[src/design/program_stream_audio_demux_top_assert.svh]
// Assertion macros shared by the demultiplexer RTL. Each macro expects
// signals named clk and rst_n in the scope where it is used.
`ifndef PROGRAM_STREAM_AUDIO_DEMUX_TOP_ASSERT_SVH
`define PROGRAM_STREAM_AUDIO_DEMUX_TOP_ASSERT_SVH
`ifndef SYNTHESIS
`define PSAD_ASSERT_IMP(lbl, ante, cons) \
  lbl: assert property (@(posedge clk) disable iff (!rst_n) (ante) |-> (cons)) \
    else $error("psad: same-cycle check failed");
`define PSAD_ASSERT_NXT(lbl, ante, cons) \
  lbl: assert property (@(posedge clk) disable iff (!rst_n) (ante) |=> (cons)) \
    else $error("psad: next-cycle check failed");
`else
`define PSAD_ASSERT_IMP(lbl, ante, cons)
`define PSAD_ASSERT_NXT(lbl, ante, cons)
`endif
`endif

[src/design/psad_pkg.sv]
package psad_pkg;

  localparam int NUM_IDS   = 256;
  localparam int ID_W      = 8;
  localparam int HDR_BYTES = 10;
  localparam int CFG_IDX_W = 1;

  // Register indexes of the configuration port.
  localparam logic [CFG_IDX_W-1:0] REG_AUDIO_ENABLE    = 1'd0;
  localparam logic [CFG_IDX_W-1:0] REG_AUDIO_STREAM_ID = 1'd1;

  localparam logic       AUDIO_ENABLE_RESET = 1'b1;
  localparam logic [7:0] AUDIO_ID_RESET     = 8'hC0;

  localparam logic [7:0] ID_PACK    = 8'hBA;
  localparam logic [7:0] ID_PRIVATE = 8'hBD;
  localparam logic [7:0] ID_VIDEO   = 8'hE0;

  localparam logic [3:0] PACK1_MARK = 4'h2;
  localparam logic [1:0] PACK2_MARK = 2'b01;
  localparam logic [3:0] PACK1_LEN  = 4'd8;
  localparam logic [3:0] PACK2_LEN  = 4'd10;

  localparam logic [15:0] PRIV_MIN_LEN = 16'd15;
  localparam logic [15:0] AUD_HDR_LEN  = 16'd5;

  typedef enum logic [1:0] {
    KIND_AUDIO = 2'd0,
    KIND_ID    = 2'd1,
    KIND_PACK  = 2'd2
  } psad_kind_t;

  typedef enum logic [1:0] {
    PACK_UNKNOWN = 2'd0,
    PACK_GEN1    = 2'd1,
    PACK_GEN2    = 2'd2
  } psad_pack_t;

  typedef struct packed {
    logic       audio_enable;
    logic [7:0] audio_stream_id;
  } psad_cfg_t;

  // Result of one parsed byte, before the histogram count is attached.
  typedef struct packed {
    logic        valid;
    psad_kind_t  kind;
    logic [7:0]  payload_byte;
    logic [7:0]  stream_id;
    psad_pack_t  pack_type;
    logic [21:0] mux_rate;
  } psad_res_t;

  typedef struct packed {
    psad_kind_t  kind;
    logic [7:0]  payload_byte;
    logic [7:0]  stream_id;
    logic [31:0] id_count;
    psad_pack_t  pack_type;
    logic [21:0] mux_rate;
  } psad_out_t;

endpackage

[src/design/psad_parser.sv]
`include "program_stream_audio_demux_top_assert.svh"

module psad_parser import psad_pkg::*; (
  input  logic      clk,
  input  logic      rst_n,
  input  logic      step,
  input  logic [7:0] din,
  input  psad_cfg_t cfg,
  output psad_res_t res
);

  typedef enum logic [2:0] {
    PH_SEARCH,
    PH_ID,
    PH_PACK,
    PH_LEN_HI,
    PH_LEN_LO,
    PH_SKIP,
    PH_AUD_HDR,
    PH_AUD_PAY
  } phase_t;

  phase_t      phase_r, phase_nxt;
  logic [1:0]  zero_run_r, zero_run_nxt;
  logic [7:0]  cur_id_r, cur_id_nxt;
  logic [15:0] bytes_left_r, bytes_left_nxt;
  logic [7:0]  len_hi_r, len_hi_nxt;
  logic [3:0]  hdr_idx_r, hdr_idx_nxt;
  logic [7:0]  hdr_r [HDR_BYTES];
  logic        hdr_wr;
  psad_res_t   res_r, res_nxt;

  logic [3:0]  idx_inc;
  logic [15:0] len;
  logic [15:0] left_dec;
  logic [3:0]  hidx_dec;

  assign idx_inc  = hdr_idx_r + 4'd1;
  assign len      = {len_hi_r, din};
  assign left_dec = (bytes_left_r != '0) ? bytes_left_r - 16'd1 : bytes_left_r;
  assign hidx_dec = (hdr_idx_r != '0) ? hdr_idx_r - 4'd1 : hdr_idx_r;

  always_comb begin
    phase_nxt      = phase_r;
    zero_run_nxt   = zero_run_r;
    cur_id_nxt     = cur_id_r;
    bytes_left_nxt = bytes_left_r;
    len_hi_nxt     = len_hi_r;
    hdr_idx_nxt    = hdr_idx_r;
    hdr_wr         = 1'b0;
    res_nxt        = '0;
    unique case (phase_r)
      PH_SEARCH: begin
        if (din == 8'h00) begin
          if (zero_run_r != 2'd2) begin
            zero_run_nxt = zero_run_r + 2'd1;
          end
        end else if (din == 8'h01 && zero_run_r == 2'd2) begin
          phase_nxt    = PH_ID;
          zero_run_nxt = '0;
        end else begin
          zero_run_nxt = '0;
        end
      end
      PH_ID: begin
        cur_id_nxt        = din;
        res_nxt.valid     = 1'b1;
        res_nxt.kind      = KIND_ID;
        res_nxt.stream_id = din;
        if (din == ID_PACK) begin
          phase_nxt   = PH_PACK;
          hdr_idx_nxt = '0;
        end else if (din == ID_PRIVATE || din == ID_VIDEO || din == cfg.audio_stream_id) begin
          phase_nxt = PH_LEN_HI;
        end else begin
          phase_nxt    = PH_SEARCH;
          zero_run_nxt = '0;
        end
      end
      PH_PACK: begin
        hdr_wr      = 1'b1;
        hdr_idx_nxt = idx_inc;
        if (idx_inc == 4'd1) begin
          // The first header byte decides the generation; anything else is unknown.
          if (din[7:4] != PACK1_MARK && din[7:6] != PACK2_MARK) begin
            phase_nxt     = PH_SEARCH;
            zero_run_nxt  = '0;
            res_nxt.valid = 1'b1;
            res_nxt.kind  = KIND_PACK;
          end
        end else if (hdr_r[0][7:4] == PACK1_MARK) begin
          if (idx_inc >= PACK1_LEN) begin
            phase_nxt         = PH_SEARCH;
            zero_run_nxt      = '0;
            res_nxt.valid     = 1'b1;
            res_nxt.kind      = KIND_PACK;
            res_nxt.pack_type = PACK_GEN1;
            res_nxt.mux_rate  = {hdr_r[5][6:0], hdr_r[6], din[7:1]};
          end
        end else if (idx_inc >= PACK2_LEN) begin
          phase_nxt         = PH_SEARCH;
          zero_run_nxt      = '0;
          res_nxt.valid     = 1'b1;
          res_nxt.kind      = KIND_PACK;
          res_nxt.pack_type = PACK_GEN2;
          res_nxt.mux_rate  = {hdr_r[6], hdr_r[7], hdr_r[8][7:2]};
        end
      end
      PH_LEN_HI: begin
        len_hi_nxt = din;
        phase_nxt  = PH_LEN_LO;
      end
      PH_LEN_LO: begin
        if (cur_id_r == ID_PRIVATE) begin
          bytes_left_nxt = (len < PRIV_MIN_LEN) ? PRIV_MIN_LEN : len;
          phase_nxt      = PH_SKIP;
        end else if (cur_id_r == ID_VIDEO) begin
          bytes_left_nxt = len;
          if (len == '0) begin
            phase_nxt    = PH_SEARCH;
            zero_run_nxt = '0;
          end else begin
            phase_nxt = PH_SKIP;
          end
        end else begin
          bytes_left_nxt = (len < AUD_HDR_LEN) ? '0 : len - AUD_HDR_LEN;
          hdr_idx_nxt    = AUD_HDR_LEN[3:0];
          phase_nxt      = PH_AUD_HDR;
        end
      end
      PH_SKIP: begin
        bytes_left_nxt = left_dec;
        if (left_dec == '0) begin
          phase_nxt    = PH_SEARCH;
          zero_run_nxt = '0;
        end
      end
      PH_AUD_HDR: begin
        hdr_idx_nxt = hidx_dec;
        if (hidx_dec == '0) begin
          if (bytes_left_r == '0) begin
            phase_nxt    = PH_SEARCH;
            zero_run_nxt = '0;
          end else begin
            phase_nxt = PH_AUD_PAY;
          end
        end
      end
      PH_AUD_PAY: begin
        bytes_left_nxt = left_dec;
        if (left_dec == '0) begin
          phase_nxt    = PH_SEARCH;
          zero_run_nxt = '0;
        end
        res_nxt.valid        = cfg.audio_enable;
        res_nxt.kind         = KIND_AUDIO;
        res_nxt.payload_byte = din;
      end
      default: begin
        phase_nxt    = PH_SEARCH;
        zero_run_nxt = '0;
      end
    endcase
    res_nxt.valid = res_nxt.valid & step;
  end

  always_ff @(posedge clk) begin
    if (!rst_n) begin
      phase_r      <= PH_SEARCH;
      zero_run_r   <= '0;
      bytes_left_r <= '0;
      hdr_idx_r    <= '0;
      res_r        <= '0;
    end else begin
      res_r <= res_nxt;
      if (step) begin
        phase_r      <= phase_nxt;
        zero_run_r   <= zero_run_nxt;
        bytes_left_r <= bytes_left_nxt;
        hdr_idx_r    <= hdr_idx_nxt;
        cur_id_r     <= cur_id_nxt;
        len_hi_r     <= len_hi_nxt;
        if (hdr_wr) begin
          hdr_r[hdr_idx_r] <= din;
        end
      end
    end
  end

  assign res = res_r;

  `PSAD_ASSERT_NXT(a_res_needs_step, !step, !res_r.valid)
  `PSAD_ASSERT_NXT(a_phase_holds, !step, $stable(phase_r) && $stable(bytes_left_r))
  `PSAD_ASSERT_IMP(a_unknown_pack_zero, res_r.valid && res_r.pack_type == PACK_UNKNOWN, res_r.mux_rate == '0)

endmodule
[config.mk]
export PLATFORM = sky130hd
export DESIGN_NAME = psad_parser
export DESIGN_NICKNAME = d
export VERILOG_FILES = /design/src/design/psad_pkg.sv /design/src/design/psad_parser.sv
export VERILOG_INCLUDE_DIRS = /design/src /design/src/design
export SDC_FILE = /design/constraint.sdc
export NUM_CORES = 1
export LEC_CHECK = 0
export CAP_MARGIN = 20
export CORE_AREA = 2 2 134 103
export CTS_BUF_LIST = sky130_fd_sc_hd__clkbuf_4 sky130_fd_sc_hd__clkbuf_8
export CTS_CLUSTER_DIAMETER = 30
export DETAILED_ROUTE_END_ITERATION = 6
export DIE_AREA = 0 0 136 105
export DONT_BUFFER_PORTS = 1
export PLACE_DENSITY_LB_ADDON = 0.15
export SYNTH_ARGS = -nofsm -noshare
export SYNTH_HDL_FRONTEND = slang
export SYNTH_SLANG_ARGS = --single-unit
[constraint.sdc]
create_clock -name clk -period 4.3 [get_ports clk]
set_input_delay 0.43 -clock clk [delete_from_list [all_inputs] [get_ports clk]]
set_output_delay 0.43 -clock clk [all_outputs]
set_load 0.01 [all_outputs]
==> results of run 1 <==
-- kinds of logic (layout without fill, tap and decap cells) --
| group | Yosys count | count (layout) | share of synthesized area, % |
|---|---|---|---|
| AOI/OAI and AO/OA | 168 | 168 | 20.5 |
| xor gates and xnor gates | 13 | 13 | 1.95 |
| adders and majority gates | 10 | 10 | 2.14 |
| buffers and inverters | 55 | 53 | 3.90 |
| DFF | 117 | 117 | 48.5 |
| muxes | 7 | 7 | 1.22 |
| and+or+nand+nor | 217 | 217 | 21.8 |
-- where the power goes --
group / switching (W) / internal (W)
combinational: 0.0000280 / 0.0000205
clock: 0.000473 / 0.000484
sequential: 0.00000000964 / 0.00115
total: 0.000501 / 0.00166
-- metrics by stage --
| stage | hold slack, ns | setup WS (ns) | cell area, um2 | total power [W] | utilization (%) |
|---|---|---|---|---|---|
| finish | 0.0715 | 1.52 | 6300 | 0.00216 | 48.9 |
| global route | 0.0219 | 1.29 | 6300 | 0.00224 | 48.9 |
| CTS | 0.0296 | 1.55 | 6300 | 0.00218 | 48.9 |
| detailed placement | 0.442 | 1.47 | 5930 | 0.00123 | 46.0 |
| global placement | 0.442 | 1.54 | 5930 | 0.00123 | 46.0 |
| floorplan | 0.435 | 2.03 | 5840 | 0.00123 | - |
-- cell usage in the layout (no fill, tap or decap), types with 4 or more instances in the layout --
| master | synthesis | routed |
|---|---|---|
| dfxtp_1 | 68 | 68 |
| edfxtp_1 | 49 | 49 |
| nand2_1 | 38 | 38 |
| a21oi_1 | 34 | 34 |
| nor2_1 | 30 | 30 |
| o21ai_0 | 27 | 27 |
| nor3_1 | 24 | 23 |
| a22o_1 | 22 | 22 |
| nor4_1 | 20 | 20 |
| nand3_1 | 18 | 18 |
| clkbuf_8 | 0 | 18 |
| and2_1 | 17 | 17 |
| inv_1 | 15 | 15 |
| o21ai_1 | 12 | 12 |
| xor2_1 | 11 | 11 |
| o31ai_1 | 11 | 11 |
| and3_1 | 10 | 10 |
| ha_1 | 10 | 10 |
| nand2b_1 | 9 | 9 |
| a31oi_1 | 9 | 9 |
| o22ai_1 | 7 | 7 |
| nand4_1 | 6 | 6 |
| mux2i_1 | 6 | 6 |
| nor2b_1 | 5 | 5 |
| or3_1 | 5 | 5 |
| a211oi_1 | 5 | 5 |
| buf_4 | 0 | 5 |
| a21o_1 | 4 | 4 |
| or2_2 | 4 | 4 |
| o211ai_1 | 4 | 4 |
| inv_6 | 0 | 4 |
-- flip-flops by register name, indices dropped and copies added, names as in the netlist --
register / cells
res: 43
phase_r: 3
len_hi_r: 8
zero_run_r: 2
hdr_idx_r: 4
bytes_left_r: 16
cur_id_r: 8
hdr_r: 33
-- cell type report --
| type | instances | area (um2) | share of cell area [%] |
|---|---|---|---|
| inverter | 16 | 60.1 | 0.953 |
| clock inverter | 13 | 120 | 1.91 |
| multi-input combinational | 415 | 2780 | 44.1 |
| timing repair buffer | 5 | 37.5 | 0.596 |
| sequential | 117 | 2830 | 45.0 |
| tap | 171 | 214 | 3.40 |
| clock buffer | 19 | 255 | 4.05 |
-- worst reg2reg max path: cells and delay by family, from the launching register on --
family	cells	cell delay [ns]
simple gates	4	1.55
compound gates	3	0.62
flops	1	0.51
-- per-layer routing --
layer,vias to the layer above,part of all wire [%]
met5,-,0
met4,0,1.2
met3,23,8.8
met2,187,43
met1,2282,47
li1,2202,-
-- path summary, 6_finish.rpt --
path,start,endpoint,slack [ns]
setup / recovery,len_hi_r[0],bytes_left_r[15],1.52
hold / removal,din[3],hdr_r[6][3],0.07
setup reg to reg,len_hi_r[0],bytes_left_r[15],1.52
hold reg to reg,hdr_r[5][6],res[21],0.46
==> summary.md, run 1 <==
| Metric | Value |
|---|---|
| Status | completed |
| Most frequent cell after synthesis | dfxtp_1 |
| Setup violators final | 0 |
| Number of synthesis warnings | 0 |
| Routing usage on met2 | 31.5% |
| Antenna fix cells | 0 |
| RePlAce Congestion | 0.972 |
| I/O Pins | 63 |
| Post-CTS Resized | 0 |
| Leak pwr | 2.22 nW |
| Post-CTS setup buffer count | 0 |
| Critical path data arrival time | 3.10 ns |
| Placed insts | 724 |
| Largest net degree at the start of global routing | 28 |
| Critical-path cell list | or4_4, nor4_4, and2_1, a21oi_1, and3_1, o22ai_1, o21ai_1 |
| Share of layout cells above drive strength 1 | 10.9% |
| Async S/R FF share, synth | 0% |
| Vias in the first global route | 4,461 |
| Initial DRC count | 316 |
| CTS Root Cell | clkbuf_8 |
| CTS max path bufs | 2 |
| Family with the most delay on the worst path | simple AND/OR/NAND/NOR gates |
| First-pass GRT wire length | 24.8 mm |
| Hpwl dp | 11.0 mm |
| Hold depth | 0 |
| Post-synth top area share | 25.2% |
| Synth Register Bits | 117 |
| CTS buffer count | 17 |
| Fin crit share | 64.6% |
| Die H | 105 um |
| Power density over the cells | 343 mW/mm2 |
| DR WL/cell | 20.7 um |
| Mapped Avg Cell Area | 9.94 um2 |
| Cell Area, Synth | 0.00584 mm2 |
| Top cells by count, synth | dfxtp_1 (68), edfxtp_1 (49), nand2_1 (38), a21oi_1 (34), clkbuf_1 (32) |
| RSZ-0062 raised after global routing | no |
| Worst path required time | 4.63 ns |
| Drt pass-1 iters | 5 |
| Met1 Track Usage GR | 34.1% |
| ANT nets after route | 0 |
| Clock Skew | 0.00962 ns |
| CP endpoint kind | flip-flop |
| Core Box Area | 0.0129 mm2 |
| Max cap viols | 0 |
| Vias per cell | 6.21 |
| H-tree Lvls | 4 |
| Area grow syn2layout | 7.95% |
| Netlist cell types | 79 |
| Final max-slew violation count | 0 |
| Crit Path Max Fanout | 7 |
| Final non-filler cell total | 756 |
| Post-Syn Nets | 617 |
| Hold Buf Count CTS | 0 |
| Post-synth EDFFs | 49 |
| CP Class | reg -> reg |
| Mapped Cells | 587 |
| Core Rows | 36 |
| CTS sink count | 117 |
| Fillers | 1,250 |
| Worst Max-Slew Pin Slew | 0.948 ns |
| Final net count | 602 |
| Seq/Total Area, Yosys | 48.5% |
| Port bufs | 0 |
| Total GRT Usage | 23.0% |
| Worst VDD drop | 0.000204 V |
| Drc violations | 0 |
| Busiest grt layer | met1 |
| Clock slew at reported path FFs | 0.08 ns |
| Worst slew margin | 36.8% |
| Via Count | 4,694 |
| Worst setup SP type | flip-flop |
| Setup TNS | 0 ns |
| Depth of the worst register-to-register path | 7 |
| Final hold violation count | 0 |
| Sum of buffers and inverters on the critical path | 0 |
| Die area | 0.0143 mm2 |
| Routed WL | 15.7 mm |
| Largest area contributor in the netlist | edfxtp_1 |
| Starting Density | 45.3% |
| Grt met3 use | 7.81% |
| Worst min path class | in -> reg |
| Fin crit period | 2.78 ns |
| Synth Flop Type | dfxtp_1 |
| Initial antenna violation count | 0 |
| CP peak stage delay | 0.60 ns |
| Grt total ovfl | 0 |
| Clock latency on the worst-skew pair | 0.45 ns |
| Area contributors post-synth | edfxtp_1 (25%), dfxtp_1 (23%), a22o_1 (3.3%), a21oi_1 (2.9%), nand2_1 (2.4%) |
| Stages on the worst setup path | 7 |
| Chip width | 136 um |
| CTS tree | yes |
| Worst path slowest cell | or4_4 |
| FMAX | 360 MHz |
No activity file was read; power rests on OpenSTA's default activity.
==> run 2, diff against run 1 <==
==> constraint.sdc (replaced) <==
create_clock -name clk -period 2.68 [get_ports clk]
set_input_delay 0.268 -clock clk [delete_from_list [all_inputs] [get_ports clk]]
set_output_delay 0.268 -clock clk [all_outputs]
set_load 0.01 [all_outputs]
==> run 2 against run 1 <==
Design area rose by 4.1%. Die area did not move. Clock skew rose by 0.0031 ns. Critical path type unchanged. Critical endpoint is now bytes_left_r[11]. Largest cell class unchanged.
==> summary.md, run 2 (synthesized netlist as in run 1, its figures left out) <==
| Metric | Value |
|---|---|
| Status | completed |
| CTS sink count | 117 (unchanged) |
| CTS Root Cell | clkbuf_8 |
| Combinational share of power | 3.3% (+1.1 points) |
| Worst path required time | 3.01 ns (-1.62 ns) |
| RSZ-0062 raised after global routing | no |
| Critical path data arrival time | 2.89 ns (-0.21 ns) |
| CTS max path bufs | 2 (unchanged) |
| Clock latency on the worst-skew pair | 0.44 ns (about the same) |
| Power density over the cells | 542 mW/mm2 (+58%) |
| Antenna fix cells | 0 (unchanged) |
| Starting Density | 45.3% (unchanged) |
| Fin crit share | 95.7% (+31 points) |
| H-tree Lvls | 4 (unchanged) |
| Share of layout cells above drive strength 1 | 13.5% (+2.6 points) |
| CTS tree | yes |
| Reg power frac | 52.1% (-1.4 points) |
| Total GRT Usage | 23.5% (+0.53 points) |
| Initial DRC count | 533 (+69%) |
| Port bufs | 0 (unchanged) |
| ANT nets after route | 0 (unchanged) |
| Die area | 0.0143 mm2 (unchanged) |
| Crit Path Max Fanout | 7 (unchanged) |
| Critical-path cell list | or4_4, nor4_4, and2_1, a21oi_1, and3_1, o221ai_1, a21oi_1 |
| Clock Power Share | 44.7% (+0.4 points) |
| Final max-slew violation count | 0 (unchanged) |
| Drc violations | 0 (unchanged) |
| Worst setup SP type | flip-flop |
| Final net count | 631 (+4.8%) |
| Final hold violation count | 0 (unchanged) |
| Most frequent cells in the layout | dfxtp_1 (68), edfxtp_1 (49), nand2_1 (38) |
| Pint | 0.00259 W (+56%) |
| Leak pwr | 2.35 nW (+6.1%) |
| CTS buffer count | 17 (unchanged) |
| Clock slew at reported path FFs | 0.09 ns (about the same) |
| Drt pass-1 iters | 5 (unchanged) |
| RePlAce Congestion | 0.969 (-0.39%) |
| Chip width | 136 um (unchanged) |
| Sum of buffers and inverters on the critical path | 0 (unchanged) |
| Die H | 105 um (unchanged) |
| Largest net degree at the start of global routing | 24 (-14%) |
| DR WL/cell | 21.1 um (+2.1%) |
| Setup TNS | 0 ns (unchanged) |
| Final instance area | 0.00656 mm2 (+4.1%) |
| Routed WL | 16.6 mm (+6.0%) |
| Area grow syn2layout | 12.3% |
| Worst path slowest cell | or4_4 |
| Reg2Reg Setup Slack | 0.11 ns (-1.41 ns) |
| Family with the most delay on the worst path | simple AND/OR/NAND/NOR gates |
| First-pass GRT wire length | 25.5 mm (+2.6%) |
| Initial antenna violation count | 0 (unchanged) |
| Setup violators final | 0 (unchanged) |
| CP Class | reg -> reg |
| Switching Fraction | 27.1% (+3.9 points) |
| Via Count | 4,902 (+4.4%) |
| I/O Pins | 63 (unchanged) |
| CP endpoint kind | flip-flop |
| Core Rows | 36 (unchanged) |
| Post-CTS Resized | 0 (unchanged) |
| Max cap viols | 0 (unchanged) |
| FMAX | 390 MHz (+8.2%) |
| Vias per cell | 6.24 (+0.57%) |
| Grt total ovfl | 0 (unchanged) |
| Hpwl dp | 10.8 mm (-1.5%) |
| Commonest non-fill, non-tap cell in the layout | dfxtp_1 |
| Clock Skew | 0.0128 ns (+0.00314 ns) |
| Worst min path class | in -> reg |
| Pre-CTS WS | 0.183 ns (-1.28 ns) |
| Setup slack after layout | 0.115 ns (-1.41 ns) |
| Worst Max-Slew Pin Slew | 0.776 ns (-0.172 ns) |
| Largest register FFs | 43 (unchanged) |
| Vias in the first global route | 4,565 (+2.3%) |
| Core Box Area | 0.0129 mm2 (unchanged) |
| CP peak stage delay | 0.61 ns (about the same) |
| Fin crit period | 2.57 ns (-0.211 ns) |
| Worst VDD drop | 0.000266 V (+30%) |
| Crit path top cell by count | a21oi_1 |
| DP Area | 0.00607 mm2 (+2.4%) |
| Switching Power | 0.000964 W (+92%) |
| Worst slew margin | 47.8% (+11 points) |
-- run 2: cell types whose count changed in the layout (fill, tap and decap cells not counted) --
cell | previous run | this run
bufinv_16 | 1 | 0
clkbuf_4 | 1 | 0
clkinv_4 | 2 | 1
clkinvlp_4 | 2 | 3
inv_8 | 0 | 5
buf_4 | 5 | 24
clkinv_8 | 0 | 2
dlygate4sd3_1 | 0 | 10
inv_4 | 2 | 0
clkinv_2 | 2 | 0
clkbuf_8 | 18 | 17
-- run 2: power by group through the flow --
stage | combinational, W | sequential [W] | clock, W
after floorplan | 0.0000745 | 0.00189 | 0
after global placement | 0.0000780 | 0.00189 | 0
after detailed placement | 0.0000780 | 0.00189 | 0
after CTS | 0.000114 | 0.00185 | 0.00162
after global routing | 0.000125 | 0.00185 | 0.00170
final | 0.000116 | 0.00185 | 0.00159
-- run 2: through the flow --
step	hold WS, ns	power (W)	util [%]	std cells
2_1_floorplan	0.367	0.00197	-	587
3_3_place_gp	0.368	0.00197	47.1	743
3_5_place_dp	0.368	0.00197	47.1	743
4_1_cts	0.00897	0.00358	50.9	785
5_1_grt	0.0333	0.00368	50.9	785
6_report	0.0287	0.00355	50.9	785
-- run 2: timing repair --
action / 4_1_cts / 5_1_grt
hold buffers: 10 / 0
setup buffers: 0 / 0
endpoints found under the hold margin: 82 / 0
-- run 2: path summary, 6_finish.rpt --
check	from	endpoint	cells after the start
worst max-delay path	len_hi_r[1]	bytes_left_r[11]	7
worst min-delay path	rst_n	hdr_idx_r[1]	2
worst max register to register	len_hi_r[1]	bytes_left_r[11]	7
worst min register to register	hdr_r[5][4]	res[19]	1
-- run 2: metal layers --
| layer | GRT usage, % | vias to the layer above | wire length [um] |
|---|---|---|---|
| met2 | 33.5 | 247 | 7240 |
| met1 | 34.2 | 2364 | 7580 |
| met5 | 0 | - | 0 |
| li1 | - | 2269 | - |
| met3 | 7.04 | 22 | 1560 |
| met4 | 6.92 | 0 | 203 |
-- run 2: layout make-up --
type | instances | area (um2)
clock buffer | 17 | 234
clock inverter | 15 | 155
fill | 1214 | 6320
inverter | 16 | 60.1
multi-input combinational | 415 | 2780
sequential | 117 | 2830
tap | 171 | 214
timing repair buffer | 34 | 280
